<file path="src/rtl/core/bdq_pkg.sv">
`timescale 1ns / 1ps

package bdq_pkg;

  localparam int DEPTH_DEF = 16;
  localparam int DATA_W    = 32;
  localparam int FUNC_W    = 3;
  localparam int STAT_W    = 2;

  typedef enum logic [FUNC_W-1:0] {
    OP_PUSH_FRONT = 3'd0,
    OP_POP_FRONT  = 3'd1,
    OP_POP_REAR   = 3'd2,
    OP_READ       = 3'd3,
    OP_INSERT     = 3'd4
  } op_t;

  typedef enum logic [STAT_W-1:0] {
    ST_OK     = 2'd0,
    ST_EMPTY  = 2'd1,
    ST_FULL   = 2'd2,
    ST_BADPOS = 2'd3
  } status_t;

  typedef enum logic [2:0] {
    S_IDLE,
    S_DECODE,
    S_READ,
    S_SCAN,
    S_SHIFT,
    S_PLACE,
    S_DONE
  } state_t;

  typedef enum logic [2:0] {
    RA_ZERO,
    RA_REAR,
    RA_POS,
    RA_WALK_NEXT,
    RA_PTR_NEXT
  } rd_src_t;

  typedef enum logic [1:0] {
    WR_PUSH,
    WR_SHIFT,
    WR_PLACE
  } wr_sel_t;

  typedef struct packed {
    logic    load;
    logic    set_status;
    status_t status;
    logic    rd_en;
    rd_src_t rd_src;
    logic    wr_en;
    wr_sel_t wr_sel;
    logic    front_dec;
    logic    front_inc;
    logic    cnt_inc;
    logic    cnt_dec;
    logic    walk_clr;
    logic    walk_inc;
    logic    ptr_load;
    logic    ptr_dec;
    logic    take_elem;
    logic    out_load;
  } cmd_t;

  typedef struct packed {
    logic [FUNC_W-1:0] func;
    logic              full;
    logic              empty;
    logic              bad_pos;
    logic              less;
    logic              walk_last;
    logic              ptr_at;
    logic              out_free;
  } sts_t;

endpackage

</file>
<file path="src/rtl/core/bdq_ctrl.sv">
`timescale 1ns / 1ps

module bdq_ctrl (
  input  logic          clk,
  input  logic          rst,
  input  logic          in_valid,
  output logic          in_ready,
  input  bdq_pkg::sts_t sts,
  output bdq_pkg::cmd_t cmd
);
  import bdq_pkg::*;

  state_t state, state_next;

  always_ff @(posedge clk) begin
    if (rst) begin
      state <= S_IDLE;
    end else begin
      state <= state_next;
    end
  end

  always_comb begin
    state_next = state;
    case (state)
      S_IDLE: begin
        if (in_valid) state_next = S_DECODE;
      end
      S_DECODE: begin
        case (sts.func)
          OP_PUSH_FRONT: state_next = S_DONE;
          OP_POP_FRONT,
          OP_POP_REAR:   state_next = sts.empty ? S_DONE : S_READ;
          OP_READ:       state_next = (sts.empty || sts.bad_pos) ? S_DONE : S_READ;
          OP_INSERT: begin
            if (sts.full) state_next = S_DONE;
            else if (sts.empty) state_next = S_PLACE;
            else state_next = S_SCAN;
          end
          default:       state_next = S_DONE;
        endcase
      end
      S_READ:  state_next = S_DONE;
      S_SCAN: begin
        if (!sts.less) state_next = S_SHIFT;
        else if (sts.walk_last) state_next = S_PLACE;
      end
      S_SHIFT: begin
        if (sts.ptr_at) state_next = S_PLACE;
      end
      S_PLACE: state_next = S_DONE;
      S_DONE: begin
        if (sts.out_free) state_next = S_IDLE;
      end
      default: state_next = S_IDLE;
    endcase
  end

  always_comb begin
    cmd      = '0;
    in_ready = 1'b0;
    case (state)
      S_IDLE: begin
        in_ready = 1'b1;
        cmd.load = in_valid;
      end
      S_DECODE: begin
        case (sts.func)
          OP_PUSH_FRONT: begin
            if (sts.full) begin
              cmd.set_status = 1'b1;
              cmd.status     = ST_FULL;
            end else begin
              cmd.wr_en     = 1'b1;
              cmd.wr_sel    = WR_PUSH;
              cmd.front_dec = 1'b1;
              cmd.cnt_inc   = 1'b1;
            end
          end
          OP_POP_FRONT: begin
            if (sts.empty) begin
              cmd.set_status = 1'b1;
              cmd.status     = ST_EMPTY;
            end else begin
              cmd.rd_en  = 1'b1;
              cmd.rd_src = RA_ZERO;
            end
          end
          OP_POP_REAR: begin
            if (sts.empty) begin
              cmd.set_status = 1'b1;
              cmd.status     = ST_EMPTY;
            end else begin
              cmd.rd_en  = 1'b1;
              cmd.rd_src = RA_REAR;
            end
          end
          OP_READ: begin
            if (sts.empty) begin
              cmd.set_status = 1'b1;
              cmd.status     = ST_EMPTY;
            end else if (sts.bad_pos) begin
              cmd.set_status = 1'b1;
              cmd.status     = ST_BADPOS;
            end else begin
              cmd.rd_en  = 1'b1;
              cmd.rd_src = RA_POS;
            end
          end
          OP_INSERT: begin
            if (sts.full) begin
              cmd.set_status = 1'b1;
              cmd.status     = ST_FULL;
            end else begin
              cmd.walk_clr = 1'b1;
              cmd.rd_en    = !sts.empty;
              cmd.rd_src   = RA_ZERO;
            end
          end
          default: ;
        endcase
      end
      S_READ: begin
        cmd.take_elem = 1'b1;
        if (sts.func == OP_POP_FRONT) begin
          cmd.front_inc = 1'b1;
          cmd.cnt_dec   = 1'b1;
        end else if (sts.func == OP_POP_REAR) begin
          cmd.cnt_dec = 1'b1;
        end
      end
      S_SCAN: begin
        if (sts.less) begin
          cmd.walk_inc = 1'b1;
          cmd.rd_en    = !sts.walk_last;
          cmd.rd_src   = RA_WALK_NEXT;
        end else begin
          cmd.ptr_load = 1'b1;
          cmd.rd_en    = 1'b1;
          cmd.rd_src   = RA_REAR;
        end
      end
      S_SHIFT: begin
        cmd.wr_en   = 1'b1;
        cmd.wr_sel  = WR_SHIFT;
        cmd.ptr_dec = 1'b1;
        cmd.rd_en   = !sts.ptr_at;
        cmd.rd_src  = RA_PTR_NEXT;
      end
      S_PLACE: begin
        cmd.wr_en   = 1'b1;
        cmd.wr_sel  = WR_PLACE;
        cmd.cnt_inc = 1'b1;
      end
      S_DONE: begin
        cmd.out_load = sts.out_free;
      end
      default: ;
    endcase
  end

endmodule

</file>
<file path="src/rtl/core/bdq_dp.sv">
`timescale 1ns / 1ps

module bdq_dp #(
  parameter int DEPTH = bdq_pkg::DEPTH_DEF
) (
  input  logic                             clk,
  input  logic                             rst,
  input  bdq_pkg::cmd_t                    cmd,
  output bdq_pkg::sts_t                    sts,
  input  logic [bdq_pkg::FUNC_W-1:0]       func,
  input  logic signed [bdq_pkg::DATA_W-1:0] value,
  input  logic [$clog2(DEPTH+1)-1:0]       position,
  output logic                             out_valid,
  input  logic                             out_ready,
  output logic [bdq_pkg::STAT_W-1:0]       status,
  output logic signed [bdq_pkg::DATA_W-1:0] element,
  output logic [$clog2(DEPTH+1)-1:0]       count
);
  import bdq_pkg::*;

  localparam int AW = $clog2(DEPTH);
  localparam int CW = $clog2(DEPTH + 1);

  logic signed [DATA_W-1:0] mem [DEPTH];
  logic signed [DATA_W-1:0] rdata;

  logic [FUNC_W-1:0]        func_q;
  logic signed [DATA_W-1:0] value_q;
  logic [CW-1:0]            position_q;

  logic [CW-1:0] cnt;
  logic [AW-1:0] front;
  logic [CW-1:0] walk;
  logic [CW-1:0] ptr;

  status_t                  res_status;
  logic signed [DATA_W-1:0] res_elem;
  status_t                  out_status;
  logic signed [DATA_W-1:0] out_elem;
  logic [CW-1:0]            out_count;

  logic [AW-1:0]            front_dn;
  logic [AW-1:0]            front_up;
  logic [CW-1:0]            rd_idx;
  logic [AW-1:0]            raddr;
  logic [AW-1:0]            waddr;
  logic signed [DATA_W-1:0] wdata;

  function automatic logic [AW-1:0] slot_of(input logic [AW-1:0] base,
                                            input logic [CW-1:0] idx);
    logic [AW:0] s;
    s = (AW+1)'(base) + (AW+1)'(idx);
    if (s >= (AW+1)'(DEPTH)) s = s - (AW+1)'(DEPTH);
    return s[AW-1:0];
  endfunction

  assign front_dn = (front == '0) ? AW'(DEPTH - 1) : front - AW'(1);
  assign front_up = (front == AW'(DEPTH - 1)) ? '0 : front + AW'(1);

  always_comb begin
    case (cmd.rd_src)
      RA_ZERO:      rd_idx = '0;
      RA_REAR:      rd_idx = cnt - CW'(1);
      RA_POS:       rd_idx = position_q - CW'(1);
      RA_WALK_NEXT: rd_idx = walk + CW'(1);
      RA_PTR_NEXT:  rd_idx = ptr - CW'(2);
      default:      rd_idx = '0;
    endcase
  end

  assign raddr = slot_of(front, rd_idx);

  always_comb begin
    case (cmd.wr_sel)
      WR_PUSH: begin
        waddr = front_dn;
        wdata = value_q;
      end
      WR_SHIFT: begin
        waddr = slot_of(front, ptr);
        wdata = rdata;
      end
      WR_PLACE: begin
        waddr = slot_of(front, walk);
        wdata = value_q;
      end
      default: begin
        waddr = front_dn;
        wdata = value_q;
      end
    endcase
  end

  always_ff @(posedge clk) begin
    if (cmd.wr_en) mem[waddr] <= wdata;
    if (cmd.rd_en) rdata <= mem[raddr];
  end

  always_ff @(posedge clk) begin
    if (cmd.load) begin
      func_q     <= func;
      value_q    <= value;
      position_q <= position;
    end
    if (cmd.walk_clr) walk <= '0;
    else if (cmd.walk_inc) walk <= walk + CW'(1);
    if (cmd.ptr_load) ptr <= cnt;
    else if (cmd.ptr_dec) ptr <= ptr - CW'(1);
    if (cmd.load) res_elem <= '0;
    else if (cmd.take_elem) res_elem <= rdata;
    if (cmd.load) res_status <= ST_OK;
    else if (cmd.set_status) res_status <= cmd.status;
    if (cmd.out_load) begin
      out_status <= res_status;
      out_elem   <= res_elem;
      out_count  <= cnt;
    end
  end

  always_ff @(posedge clk) begin
    if (rst) begin
      cnt       <= '0;
      front     <= '0;
      out_valid <= 1'b0;
    end else begin
      if (cmd.cnt_inc) cnt <= cnt + CW'(1);
      else if (cmd.cnt_dec) cnt <= cnt - CW'(1);
      if (cmd.front_dec) front <= front_dn;
      else if (cmd.front_inc) front <= front_up;
      if (cmd.out_load) out_valid <= 1'b1;
      else if (out_ready) out_valid <= 1'b0;
    end
  end

  always_comb begin
    sts.func      = func_q;
    sts.full      = (cnt == CW'(DEPTH));
    sts.empty     = (cnt == '0);
    sts.bad_pos   = (position_q == '0) || (position_q > cnt);
    sts.less      = (rdata < value_q);
    sts.walk_last = ((CW+1)'(walk) + (CW+1)'(1)) == (CW+1)'(cnt);
    sts.ptr_at    = (CW+1)'(ptr) == ((CW+1)'(walk) + (CW+1)'(1));
    sts.out_free  = !out_valid || out_ready;
  end

  assign status  = out_status;
  assign element = out_elem;
  assign count   = out_count;

endmodule

</file>
<file path="src/rtl/core/bounded_deque_with_sorted_insert.sv">
`timescale 1ns / 1ps
// Channel   Handshake             Payload
// request   in_valid / in_ready   func, value, position
// result    out_valid / out_ready status, element, count
//
// One request at a time; a new request is taken once the previous result sits
// in the output register, whether or not it has been transferred.
// Push, pop and read go from idle through decode, a read state (pops and reads only) and done.
// Ordered insert walks the store one entry a cycle while it scans and shifts.
// Reset empties the store at once; entry contents are not cleared.
// A stalled result holds the block in its final state until the register frees.

module bounded_deque_with_sorted_insert #(
  parameter int DEPTH = bdq_pkg::DEPTH_DEF
) (
  input  logic                              clk,
  input  logic                              rst,
  input  logic                              in_valid,
  output logic                              in_ready,
  input  logic [bdq_pkg::FUNC_W-1:0]        func,
  input  logic signed [bdq_pkg::DATA_W-1:0] value,
  input  logic [$clog2(DEPTH+1)-1:0]        position,
  output logic                              out_valid,
  input  logic                              out_ready,
  output logic [bdq_pkg::STAT_W-1:0]        status,
  output logic signed [bdq_pkg::DATA_W-1:0] element,
  output logic [$clog2(DEPTH+1)-1:0]        count
);
  import bdq_pkg::*;

  localparam int CW = $clog2(DEPTH + 1);

  cmd_t cmd;
  sts_t sts;

  bdq_ctrl u_ctrl (
    .clk      (clk),
    .rst      (rst),
    .in_valid (in_valid),
    .in_ready (in_ready),
    .sts      (sts),
    .cmd      (cmd)
  );

  bdq_dp #(
    .DEPTH (DEPTH)
  ) u_dp (
    .clk       (clk),
    .rst       (rst),
    .cmd       (cmd),
    .sts       (sts),
    .func      (func),
    .value     (value),
    .position  (position),
    .out_valid (out_valid),
    .out_ready (out_ready),
    .status    (status),
    .element   (element),
    .count     (count)
  );

  a_one_at_a_time: assert property (@(posedge clk) disable iff (rst)
    (in_valid && in_ready) |=> !in_ready)
    else $error("request taken while another is in progress");

  a_elem_zero_on_error: assert property (@(posedge clk) disable iff (rst)
    (out_valid && status != ST_OK) |-> (element == '0))
    else $error("element not zero on error status");

  a_full_count: assert property (@(posedge clk) disable iff (rst)
    (out_valid && status == ST_FULL) |-> (count == CW'(DEPTH)))
    else $error("full status with spare room");

  a_empty_count: assert property (@(posedge clk) disable iff (rst)
    (out_valid && status == ST_EMPTY) |-> (count == '0))
    else $error("empty status with stored elements");

endmodule
</file>
<file path="config.mk">
export PLATFORM = sky130hd
export DESIGN_NAME = bounded_deque_with_sorted_insert
export DESIGN_NICKNAME = d
export VERILOG_FILES = /design/src/rtl/core/bdq_pkg.sv /design/src/rtl/core/bdq_ctrl.sv /design/src/rtl/core/bdq_dp.sv /design/src/rtl/core/bounded_deque_with_sorted_insert.sv
export SDC_FILE = /design/constraint.sdc
export NUM_CORES = 1
export LEC_CHECK = 0
export BUFFER_PORTS_ARGS = -buffer_cell sky130_fd_sc_hd__buf_2
export CAP_MARGIN = 20
export CORE_MARGIN = 2
export CORE_UTILIZATION = 45
export CTS_CLUSTER_DIAMETER = 100
export DETAILED_ROUTE_END_ITERATION = 6
export PLACE_DENSITY_LB_ADDON = 0.05
export SLEW_MARGIN = 20
export SYNTH_ARGS = -nofsm -noshare
export SYNTH_HDL_FRONTEND = slang
export SYNTH_SLANG_ARGS = --single-unit
</file>
<file path="constraint.sdc">
create_clock -name clk -period 7 [get_ports clk]
set_clock_uncertainty 0.1 [all_clocks]
set_input_delay 0.35 -clock clk [delete_from_list [all_inputs] [get_ports clk]]
set_output_delay 0.35 -clock clk [all_outputs]
set_load 0.005 [all_outputs]
</file>
# ---- Word-level counts from Yosys, hierarchy flattened
# Memories as Yosys holds them, arrays and structs flattened. A register that Yosys moved wholly into a read port is not among the register bits.
# Cells that the tools add are included.
dict set report word_totals {
  regBits 136
  ram_bits 512
  in_bits 44
  output_inout_bits 41
  word_cells 144
  n_memories 1
}
# memory depth width rd rd_ports_with_merged_regs write_ports line_no
set mem_list {}
lappend mem_list {u_dp.mem 16 32 1 1 1 bdq_dp.sv:24} ;# logic signed [DATA_W-1:0] mem [DEPTH];
dict set report classes {
  addsub 15
  n_lt_le_gt_ge 5
  n_eq_ne 24
  mux 65
  n_reduce_logical 20
}
# operator count
set op_table {}
lappend op_table {{$mux 4} 15}
lappend op_table {{$mux 3} 14}
lappend op_table {{$lt 32x32->1} 1}
lappend op_table {{$mux 32} 1}
lappend op_table {{$pmux 3 s3} 3}
lappend op_table {{$mux 1} 21}
lappend op_table {{$mux 5} 4}
lappend op_table {{$pmux 5 s4} 1}
lappend op_table {{$eq 3x2->1 const B} 6}
lappend op_table {{$pmux 3 s6} 1}
lappend op_table {{$pmux 4 s4} 1}
lappend op_table {{$sub 4x1->4 const B} 4}
lappend op_table {{$add 4x5->5} 3}
lappend op_table {{$eq 3x3->1 const B} 5}
lappend op_table {{$ge 5x5->1 const B} 3}
lappend op_table {{$sub 5x1->5 const B} 3}
lappend op_table {{$pmux 4 s3} 1}
lappend op_table {{$add 5x1->5 const B} 2}
lappend op_table {{$logic_not 5->1} 2}
lappend op_table {{$eq 3x1->1 const B} 3}
lappend op_table {{$pmux 4 s2} 1}
lappend op_table {{$reduce_bool 2->1} 4}
lappend op_table {{$add 5x1->6 const B} 1}
lappend op_table {{$eq 5x6->1} 1}
lappend op_table {{19 further kinds} 28}

# ---- Depth between registers and ports, before layout
# Gate-level depths: netlist of the first run.
dict set report depth {
  depth_word 11
  ltp_mapped 18
  mapped_depth_nobuf 16
}

# ---- Cells and area by module
# A second synthesis of the first run with hierarchy kept.
dict set report unflattened {
  cells_unflattened 1535
  hier_area_um2 27779.1
}
# module n_inst cells_each area_per_inst_um2 seq_area_each_um2
set modules_own_cells {}
lappend modules_own_cells {bdq_dp 1 1453 27273.7 19839.0}
lappend modules_own_cells {bdq_ctrl 1 82 505.5 60.1}

# ---- Worst setup path before layout of the first run
# No wires, ideal clock.
dict set report synth_path {
  path_type {reg-to-reg}
  start {reg u_dp.rdata[15] (read register of u_dp.mem)}
  end {reg u_dp.rdata[11] (read register of u_dp.mem) (data pin)}
  arrival_time_ps 4682
  path_slack_ps 1957
  path_stages_with_launch 17
  synth_period_minus_slack_ps 5043
  path_cell_list {edfxtp_1 > ha_1 > nand4_1 > or4_1 > a211oi_1 > o41a_1 > or4_1 > a21o_1 > buf_1 > nor2_1 > a211o_1 > ha_1 > clkbuf_1 > buf_1 > mux4_2 > mux2i_1 > mux2i_1}
}
dict set report synth_between {
  elab_chain_cells 8
}
# element line_no
set synth_rtl {}
lappend synth_rtl {{from (decl)} bdq_dp.sv:25} ;# logic signed [DATA_W-1:0] rdata;
lappend synth_rtl {{$lt 32x32->1 (*)} bdq_dp.sv:140} ;# sts.less = (rdata < value_q);
lappend synth_rtl {{$mux 4 (*)} bdq_ctrl.sv:133} ;# if (sts.less) begin
lappend synth_rtl {{$pmux 4 s3 (*)} bdq_ctrl.sv:62} ;# case (state)
lappend synth_rtl {{$eq 3x3->1, or another cell as far along} bdq_dp.sv:61} ;# case (cmd.rd_src)
lappend synth_rtl {{$pmux 5 s4} bdq_dp.sv:61}
lappend synth_rtl {{$add 4x5->5} bdq_dp.sv:52} ;# s = (AW+1)'(base) + (AW+1)'(idx);
lappend synth_rtl {{$sub 4x1->4 / $ge 5x5->1 (equally long branches)} bdq_dp.sv:53} ;# if (s >= (AW+1)'(DEPTH)) s = s - (AW+1)'(DEPTH);
lappend synth_rtl {{$mux 4} bdq_dp.sv:53}
# Every way passes the cells marked *; elsewhere a longest branch is shown, timed or not.
# A chain may end at the register's enable or synchronous reset.

# ---- Final worst setup path of the first run
dict set report layout_path {
  start {reg u_dp.rdata[15] (read register of u_dp.mem)}
  end {reg u_dp.rdata[4] (read register of u_dp.mem) (data pin)}
}
# Same word-level chain as after synthesis.

==> summary.txt, run 1 <==
Outcome
  – Status: finished clean

Route
  – Iter 0 DRT Violations: 1090
  – DRC Markers: 0
  – Vias post-DR: 14480
  – Pre-antenna DRT Iters: 5
  – Total Routed Length: 66.76 mm
  – Drt wl/cell: between 20 and 30 µm
  – Vias per cell: about 5.6
  – Antenna-violating nets left: 0

STA
  – Fin crit period: 6.567 ns
  – Setup Viol. Count Final: 0
  – Max Slew Vio Count: 0
  – Final Cycle Share: 0.9382
  – Worst hold slack: 0.1832 ns
  – Worst-Margin Slew: 1.117 ns
  – Max Fclk: 152.3 MHz
  – RSZ-0062 raised after global routing: false
  – Relative slew slack: 0.2535
  – Setup TNS Final: 0 ns
  – Hold Fails Final Rpt: 0

Setup path
  – Critical path launch point: u_dp.rdata[15]$_DFFE_PP_
  – CP required: between 7 and 8 ns
  – CP Max Fanout: 28
  – Critical R2R Launch: u_dp.rdata[15]$_DFFE_PP_
  – Crit path DAT: 6.81 ns
  – Crit path kind: reg2reg
  – CP startpoint kind: flop
  – Worst setup EP type: flop
  – Worst Reg2Reg Path Length in Cells: 15

Global routing
  – GR Overflow Total: 0
  – Pin count of the biggest net entering global routing: 48
  – Initial antenna violation count: 0
  – Vias in the first global route: roughly 15000
  – GRT Total Usage: 0.2174
  – First-pass GRT wire length: 99.02 mm

Clock network
  – CTS Root Cell: clkbuf_16
  – CTS tree: built
  – CTS Buf Count: 73
  – Clock slew at reported path FFs: 0.06 ns
  – Clk_lat worst skew: 0.61 ns
  – H-tree Lvls: 3
  – # clock sinks: 680
  – Clock buffer depth: 3
  – Post-CTS Resized: 0
  – Setup Fix Bufs, Post-CTS: 0

Final layout
  – Share of cells above drive strength 1: 0.2347
  – Area delta synth->final: 18.13%
  – Fin nets: 1851
  – Multi-input logic area: 0.007229 mm²
  – Fin cells: 2593
  – Diodes inserted: 0
  – Final Cell Area: 0.03241 mm²
  – FF/Latch Area: 0.01990 mm²
  – Filler cells: 4788

Pwr
  – Max VDD drop: about 290 µV
  – Pwr Density: 457.0 mW/mm²
  – Pleak: 11.35 nW

Min path
  – Hold WC Path Type: in2reg
  – Hold Startpoint: in_valid
  – Hold Path Stages: 3

Logic synthesis
  – Synth cell types: 53
  – Avg Inst Size Synth: 17.69 µm²
  – YS warnings: 0
  – Main flop type after synthesis: edfxtp_1
  – Ys async rst share: 0
  – Sequential area share after synthesis: 0.7253
  – Post-Syn Instances: between 1500 and 2000
  – Seq cells post-synth: ~700
  – Post-synth top cells: 628 x edfxtp_1, 136 x nand2_1, 128 x mux4_2
  – Post-Syn Area: around 0.027 mm²
  – Post-synth net total: between 1500 and 2000
  – Area leader, netlist: edfxtp_1
  – Synth area leaders: edfxtp_1 69%, mux4_2 11%, dfxtp_1 3.8%
  – Most common cell in the netlist: edfxtp_1
  – Number of synthesized flops with an enable pin: 628
  – Area share of the largest cell type after synthesis: 0.6874

Floorplan
  – Row count: 90
  – Initial Util: 0.4545
  – Core Area: roughly 0.060 mm²
  – Die ar.: 0.06296 mm²
  – I/O Pins: 85
  – Die width: 250.9 µm
  – Die Height: 250.9 µm

Placed design
  – Placed Area: 0.02941 mm²
  – DP Cell Count: 2416
  – Final HPWL DP: 39.05 mm
  – GPL Wtd Cong: 0.7781
  – Port buffer count: 84

Flow run
  – Max_cap viols: 0
-- report_power, final --
group          leakage (nW)  internal, mW  switching (mW)
sequential             6.11          5.62           0.304
clock                  1.24          2.53            1.58
combinational          4.00          1.98            2.79
total                  11.4          10.1            4.68
-- timing repair --
action,CTS,global route
endpoints found under the setup margin,0,0
hold buffers,43,0
endpoints found under the hold margin,45,0
-- cell type report --
class	count	share of cell area
clock buffer	100	0.06428
inverter	52	0.006022
multi-input combinational	748	0.2231
timing repair buffer	197	0.04756
clock inverter	34	0.01490
tap	782	0.03019
sequential	680	0.6140
-- metal layers --
layer,GRT usage,vias up,part of all wire
met5,0,-,0
met4,0.05408,0,0.022
met3,0.03520,94,0.044
met2,0.3589,297,0.48
met1,0.3044,7588,0.45
li1,-,6496,-
-- worst max-delay path, cell delays in order (launching register included) --
cell      delay (ns)
edfxtp_1        0.47
ha_1            0.36
nand4_1         0.34
or4_1           0.77
a211oi_1        0.65
o41a_1          0.22
or4_1           0.19
a21o_1          0.50
nor2_1          0.08
a211o_1         0.28
ha_4            0.17
fa_4            1.13
buf_4           0.35
mux4_2          0.34
mux2i_1         0.20
mux2i_1         0.10
-- sequential cells by signal, indices dropped and copies added (netlist names), 4 cells and up --
register,cells
u_dp.ptr,5
u_dp.mem,512
u_dp.cnt,5
u_dp.value_q,32
u_dp.res_elem,32
u_dp.rdata,32
u_dp.count,5
u_dp.walk,5
u_dp.front,4
u_dp.element,32
u_dp.position_q,5
-- worst paths after layout --
kind / endpoint / slack [ns]
worst min register to register: u_dp.element[9]$_DFFE_PP_ / 0.32
worst max-delay path: u_dp.rdata[4]$_DFFE_PP_ / 0.43
worst max register to register: u_dp.rdata[4]$_DFFE_PP_ / 0.43
worst min-delay path: u_dp.res_status[0]$_SDFFE_PP0P_ / 0.18
-- through the flow --
step | total power, mW | utilization | worst slack (ns)
after global routing | 15.57 | 0.5370 | 0.03321
after detailed placement | 10.85 | 0.4872 | 0.3913
after floorplan | 9.115 | - | 1.957
final | 14.81 | 0.5370 | 0.4328
after global placement | 10.76 | 0.4860 | 0.3299
after CTS | 14.99 | 0.5369 | 0.3770
-- cell families after synthesis --
group	Yosys count	synth area share
flip-flops	680	0.7253
AND/OR/NAND/NOR	256	0.04073
multiplexers	230	0.1424
AO/OA/AOI/OAI	170	0.03617
buffers and inverters	123	0.01765
adder cells (fa/ha/maj)	55	0.02563
XOR/XNOR	37	0.01209
-- layout by cell type (no fill, tap or decap), types with 4 or more instances in the layout --
master and instances:
a211oi_1 5, a21o_1 6, a21oi_1 65, buf_12 10, buf_2 84, buf_4 58
bufinv_16 12, clkbuf_1 16, clkbuf_16 77, clkbuf_8 7, clkinv_1 7, clkinv_2 8
clkinvlp_4 4, dfxtp_1 52, dlygate4sd3_1 43, edfxtp_1 628, ha_1 51, inv_1 52
mux2i_1 101, mux4_2 128, nand2_1 135, nand2b_1 5, nand3_1 10, nand4_1 8
nor2_1 43, nor2_4 16, nor3_1 10, o211ai_1 4, o21a_1 9, o21ai_0 55
o31ai_1 5, or4_1 4, xnor2_1 22, xor2_1 13
Note: power is estimated with default switching activity, not from simulation.
==> inputs of run 2 (changes only) <==
Settings changed: CORE_UTILIZATION 45 to 40.
==> run 2 against run 1 <==
  * Via count shrank 0.97%
  * Die area grew 12%
  * Critical endpoint is now u_dp.rdata[29]$_DFFE_PP_
  * Largest cell class unchanged
  * Cell count grew 4.0%
  * Flip-flop and latch count is the same
==> summary.txt, run 2 (synthesis results as in run 1) <==
Setup path
  – Critical path's slowest cell: fa_4
  – CP Max Fanout: 71 (+150%)
  – Crit path DAT: 6.48 ns (-0.33 ns)
  – Critical path launch point: u_dp.rdata[15]$_DFFE_PP_
  – Critical R2R Launch: u_dp.rdata[15]$_DFFE_PP_
  – Largest stage delay, worst path: 0.80 ns (-0.33 ns)
  – Crit path kind: reg2reg
  – CP required: 7.24 ns (about the same)
  – CP startpoint kind: flop
  – CP Cell Sequence: ha_1 > nand4_1 > or4_1 > a211oi_1 > o41a_1 > or4_1 > a21o_1 > nor2_1 > a211o_1 > ha_4 > fa_4 > buf_12 > mux4_2 > mux2i_1 > mux2i_1
  – Worst setup EP type: flop

Pwr
  – P_sw: 4.690 mW (+0.28%)
  – Seq pwr share: 0.405 (+0.005)
  – Combinational share of power: 0.324 (about the same)
  – Pleak: 11.28 nW (-0.62%)
  – Pwr Density: 452.3 mW/mm² (-1.0%)
  – Clk pwr share: 0.271 (-0.006)
  – Switching share of power: 0.3202 (+0.004458)
  – Max VDD drop: 362.8 µV (+27%)
  – P_int: 9.956 mW (-1.8%)

Route
  – Total Routed Length: 69.94 mm (+4.8%)
  – Vias post-DR: 14340 (-0.97%)
  – DRC Markers: 0 (unchanged)
  – Drt wl/cell: 25.93 µm (+0.74%)
  – Vias per cell: 5.315 (-4.8%)
  – Antenna-violating nets left: 0 (unchanged)
  – Pre-antenna DRT Iters: 7 (+2)
  – Iter 0 DRT Violations: 1028 (-5.7%)

Final layout
  – Number of flip-flops in the largest register: 512 (unchanged)
  – Area delta synth->final: 18.03% (about the same)
  – Top reg by flops: u_dp.mem
  – Final Cell Area: 0.03238 mm² (about the same)
  – Filler cells: 5818 (+22%)
  – Most frequent cells in the layout: 628 x edfxtp_1, 135 x nand2_1, 128 x mux4_2, 101 x mux2i_1, 84 x buf_2
  – Final core utilization: 0.4746 (-0.06234)
  – Fin nets: 1855 (+0.22%)
  – Diodes inserted: 0 (unchanged)
  – Share of cells above drive strength 1: 0.2281 (-0.006578)
  – Commonest non-fill, non-tap cell in the layout: edfxtp_1

Outcome
  – Status: finished clean

STA
  – Setup Viol. Count Final: 0 (unchanged)
  – Setup slack after layout: 0.7601 ns (+0.3273 ns)
  – RSZ-0062 raised after global routing: false
  – Final Cycle Share: 0.8914 (-0.04676)
  – Setup TNS Final: 0 ns (unchanged)
  – Fin crit period: 6.240 ns (-0.3273 ns)
  – Max Slew Vio Count: 0 (unchanged)
  – Max Fclk: 160.3 MHz (+5.2%)
  – Hold Fails Final Rpt: 0 (unchanged)
  – Worst-Margin Slew: 1.158 ns (+0.04056 ns)
  – Relative slew slack: 0.2264 (-0.02710)
  – Worst hold slack: 0.3130 ns (+0.1299 ns)

Floorplan
  – I/O Pins: 85 (unchanged)
  – Die Height: 265.9 µm (+6.0%)
  – Die width: 265.9 µm (+6.0%)
  – Row count: 96 (+6.7%)
  – Core Area: 0.06823 mm² (+13%)
  – Initial Util: 0.4021 (-0.05242)
  – Die ar.: 0.07070 mm² (+12%)

Clock network
  – CTS Root Cell: clkbuf_16
  – Post-CTS Hold Fix Bufs: 42 (-2.3%)
  – Setup Fix Bufs, Post-CTS: 0 (unchanged)
  – Clk_lat worst skew: 0.62 ns (about the same)
  – Clock slew at reported path FFs: 0.06 ns (about the same)
  – H-tree Lvls: 3 (unchanged)
  – Post-CTS Resized: 0 (unchanged)
  – Clock buffer depth: 3 (unchanged)
  – CTS Buf Count: 78 (+6.8%)
  – # clock sinks: 680 (unchanged)
  – CTS tree: built

Global routing
  – First-pass GRT wire length: 101.6 mm (+2.6%)
  – Pin count of the biggest net entering global routing: 75 (+56%)
  – GRT Total Usage: 0.2007 (-0.01662)
  – Vias in the first global route: 14760 (-1.5%)
  – Initial antenna violation count: 1 (+1)
  – GR Overflow Total: 0 (unchanged)

Min path
  – Hold Startpoint: in_valid
  – Hold WC Path Type: in2reg

Placed design
  – Port buffer count: 84 (unchanged)
  – Placed Area: 0.02946 mm² (+0.16%)
  – GPL Wtd Cong: 0.7811 (+0.39%)
  – Pre-CTS setup slack: 0.7489 ns (+0.3575 ns)
  – Final HPWL DP: 39.16 mm (+0.28%)

Flow run
  – Max_cap viols: 0 (unchanged)
run 2: cell types whose count changed in the layout (fill, tap and decap cells not counted), moves of 2 or more:
cell / before / now
clkinv_8: 0 / 2
clkinv_1: 7 / 18
clkbuf_16: 77 / 79
bufinv_16: 12 / 8
clkbuf_8: 7 / 2
clkinvlp_4: 4 / 0
clkbuf_1: 16 / 21
buf_4: 58 / 62
buf_12: 10 / 6
run 2: per-layer routing:
metal	share of wire	routed length (µm)	GRT usage
met5	0	0	0
met1	0.45	31300	0.2765
met2	0.49	34110	0.3345
met3	0.042	2921	0.03105
met4	0.023	1617	0.05223
run 2: layout make-up:
type | count | area (µm²) | share of cell area
clock buffer | 102 | 2083 | 0.06434
clock inverter | 37 | 392.9 | 0.01213
inverter | 52 | 195.2 | 0.006028
multi-input combinational | 748 | 7226 | 0.2231
sequential | 680 | 19900 | 0.6145
tap | 882 | 1104 | 0.03408
timing repair buffer | 196 | 1481 | 0.04575
run 2: worst paths after layout:
check / endpoint / slack, ns / cells after the start
hold / removal: u_dp.res_status[0]$_SDFFE_PP0P_ / 0.31 / 4
setup / recovery: u_dp.rdata[29]$_DFFE_PP_ / 0.76 / 15
hold reg to reg: u_dp.element[9]$_DFFE_PP_ / 0.33 / 0
setup reg to reg: u_dp.rdata[29]$_DFFE_PP_ / 0.76 / 15
run 2: worst max-delay path: cells and delay by family (launching register included):
kind	cells	cell delay [ns]
AO/OA/AOI/OAI	4	1.67
multiplexers	3	0.66
flip-flops	1	0.46
AND/OR/NAND/NOR	4	1.25
adder cells (fa/ha/maj)	3	1.33
buffers and inverters	1	0.41
run 2: through the flow:
stage | power (mW) | instances
final | 14.65 | 2697
after global routing | 15.42 | 2697
after CTS | 14.86 | 2696
after detailed placement | 10.83 | 2515
after global placement | 10.77 | 2513
after floorplan | 9.115 | 1551
run 2: power groups by stage:
stage	Sequential (mW)	Combinational [mW]	Clock, mW
floorplan	5.89	3.23	0
global placement	6.01	4.76	0
detailed placement	6.02	4.81	0
CTS	5.94	4.84	4.08
global route	5.99	5.21	4.22
finish	5.93	4.75	3.96
==> inputs of run 3 (changes only) <==
Settings changed: BUFFER_PORTS_ARGS -buffer_cell sky130_fd_sc_hd__buf_2 to default, DONT_BUFFER_PORTS from default to 1.
==> run 3 against run 2 <==
  * Non-clock buffer count shrank 79
  * Combinational power grew 1%
  * Register-to-register slack lost 0.06 ns
  * Worst setup slack lost 0.059 ns
  * Largest cell class unchanged
==> summary.txt, run 3 (synthesis results as in run 1) <==
Outcome
  – Status: finished clean

Route
  – Iter 0 DRT Violations: 1053 (+2.4%)
  – Highest Signal Layer: met5
  – Met3 WL: 2.896 mm (-0.86%)
  – Vias per cell: 5.442 (+2.4%)
  – Total Routed Length: 70.71 mm (+1.1%)
  – Metal-1 WL: 32.52 mm (+3.9%)
  – DRC Markers: 0 (unchanged)
  – Antenna-violating nets left: 0 (unchanged)
  – Drt wl/cell: 27.06 µm (+4.3%)
  – Pre-antenna DRT Iters: 5 (-2)
  – Vias post-DR: 14220 (-0.80%)
  – DR WL met2: 33.87 mm (-0.72%)

STA
  – Worst hold slack: 0.06012 ns (-0.2529 ns)
  – Relative slew slack: 0.3238 (+0.09743)
  – Setup slack after layout: 0.7016 ns (-0.05856 ns)
  – Worst-Margin Slew: 1.012 ns (-0.1458 ns)
  – Max Fclk: 158.8 MHz (-0.93%)
  – Setup Viol. Count Final: 0 (unchanged)
  – RSZ-0062 raised after global routing: false
  – Hold Fails Final Rpt: 0 (unchanged)
  – Setup TNS Final: 0 ns (unchanged)
  – Max Slew Vio Count: 0 (unchanged)
  – Final Cycle Share: 0.8998 (+0.008365)
  – Fin crit period: 6.298 ns (+0.05856 ns)

Clock network
  – Post-CTS Resized: 0 (unchanged)
  – CTS tree: built
  – CTS Buf Count: 75 (-3.8%)
  – H-tree Lvls: 3 (unchanged)
  – Clock buffer depth: 3 (unchanged)
  – Clock slew at reported path FFs: 0.06 ns (about the same)
  – # clock sinks: 680 (unchanged)
  – CTS Root Cell: clkbuf_16
  – Clk_lat worst skew: 0.61 ns (about the same)

Global routing
  – First-pass GRT wire length: 102.3 mm (+0.69%)
  – Pin count of the biggest net entering global routing: 65 (-13%)
  – Vias in the first global route: 14490 (-1.9%)
  – GR Overflow Total: 0 (unchanged)
  – GRT Total Usage: 0.2035 (+0.002779)
  – Initial antenna violation count: 1 (unchanged)

Setup path
  – Crit path kind: reg2reg
  – Crit path DAT: 6.55 ns (+0.07 ns)
  – CP Max Fanout: 52 (-27%)
  – CP startpoint kind: flop
  – WP buf/inv: 1 (unchanged)
  – Largest stage delay, worst path: 1.02 ns (+0.22 ns)
  – CP Cell Sequence: ha_1 > nand4_1 > or4_1 > a211oi_1 > o41a_1 > or4_1 > a21o_1 > nor2_1 > a211o_1 > ha_4 > fa_4 > buf_12 > mux4_2 > mux2i_1 > mux2i_1
  – Crit path max-delay family: adder cells
  – Critical path's slowest cell: fa_4
  – Worst setup EP type: flop
  – CP required: 7.25 ns (about the same)

Final layout
  – Number of flip-flops in the largest register: 512 (unchanged)
  – Commonest non-fill, non-tap cell in the layout: edfxtp_1
  – Fin nets: 1773 (-4.4%)
  – Fin cells: 2613 (-3.1%)
  – Diodes inserted: 0 (unchanged)
  – Final core utilization: 0.4686 (-0.005997)
  – Final Cell Area: 0.03197 mm² (-1.3%)
  – Top reg by flops: u_dp.mem
  – Share of cells above drive strength 1: 0.1999 (-0.02821)
  – Most frequent cells in the layout: 628 x edfxtp_1, 135 x nand2_1, 128 x mux4_2, 101 x mux2i_1, 78 x clkbuf_16
  – Area delta synth->final: 16.54%

Floorplan
  – I/O Pins: 85 (unchanged)
  – Row count: 96 (unchanged)
  – Die Height: 265.9 µm (unchanged)
  – Initial Util: 0.4021 (unchanged)
  – Die width: 265.9 µm (unchanged)
  – Die ar.: 0.07070 mm² (unchanged)
  – Core Area: 0.06823 mm² (unchanged)

Placed design
  – Port buffer count: 0 (-100%)
  – Final HPWL DP: 41.14 mm (+5.0%)
  – Placed Area: 0.02908 mm² (-1.3%)
  – DP Cell Count: 2434 (-3.2%)
  – GPL Wtd Cong: 0.8125 (+4.0%)
  – Pre-CTS setup slack: 0.6874 ns (-0.06148 ns)

Pwr
  – Final total power: 14.61 mW (-0.22%)
  – Pleak: 10.98 nW (-2.7%)
  – Max VDD drop: 315.6 µV (-13%)
  – Pwr Density: 457.0 mW/mm² (+1.1%)

Flow run
  – Max_cap viols: 0 (unchanged)

Min path
  – Hold WC Path Type: in2reg
-- run 3: cell count changes in the layout (fill, tap and decap cells not counted), moves of 2 or more --
| cell | delta |
|---|---|
| buf_12 | +2 |
| buf_2 | -84 |
| buf_4 | +2 |
| bufinv_16 | -5 |
| clkbuf_1 | -5 |
| clkbuf_8 | +8 |
| clkinv_1 | -10 |
| clkinv_2 | +7 |
| o21ai_0 | -2 |
-- run 3: timing repair --
item	4_1_cts	5_1_grt
setup endpoints to repair	0	0
endpoints found under the hold margin	53	0
hold buffers	42	0
setup buffers	0	0
-- run 3: report_power, final --
group          total [mW]  internal [mW]  switching [mW]
clock                3.85           2.26            1.59
sequential           5.94           5.62           0.322
combinational        4.82           1.98            2.84
-- run 3: worst paths after layout --
check	start	endpoint	slack [ns]	cells past startpoint
max reg2reg	u_dp.rdata[15]$_DFFE_PP_	u_dp.rdata[31]$_DFFE_PP_	0.70	15
min reg2reg	u_dp.res_elem[7]$_SDFFE_PP0P_	u_dp.element[7]$_DFFE_PP_	0.32	0
min	in_valid	u_dp.res_status[0]$_SDFFE_PP0P_	0.06	2
max	u_dp.rdata[15]$_DFFE_PP_	u_dp.rdata[31]$_DFFE_PP_	0.70	15
-- run 3: layout make-up --
cell class | instances | area [µm²]
clock buffer | 104 | 2150
clock inverter | 30 | 252.7
fill | 5863 | 36250
inverter | 52 | 195.2
multi-input combinational | 748 | 7228
sequential | 680 | 19900
tap | 882 | 1104
timing repair buffer | 117 | 1144
-- run 3: metal layers --
layer / track usage / vias up
met2: 0.3285 / 307
met5: 0 / -
met1: 0.2890 / 7475
met3: 0.03355 / 94
met4: 0.05102 / 2
li1: - / 6342
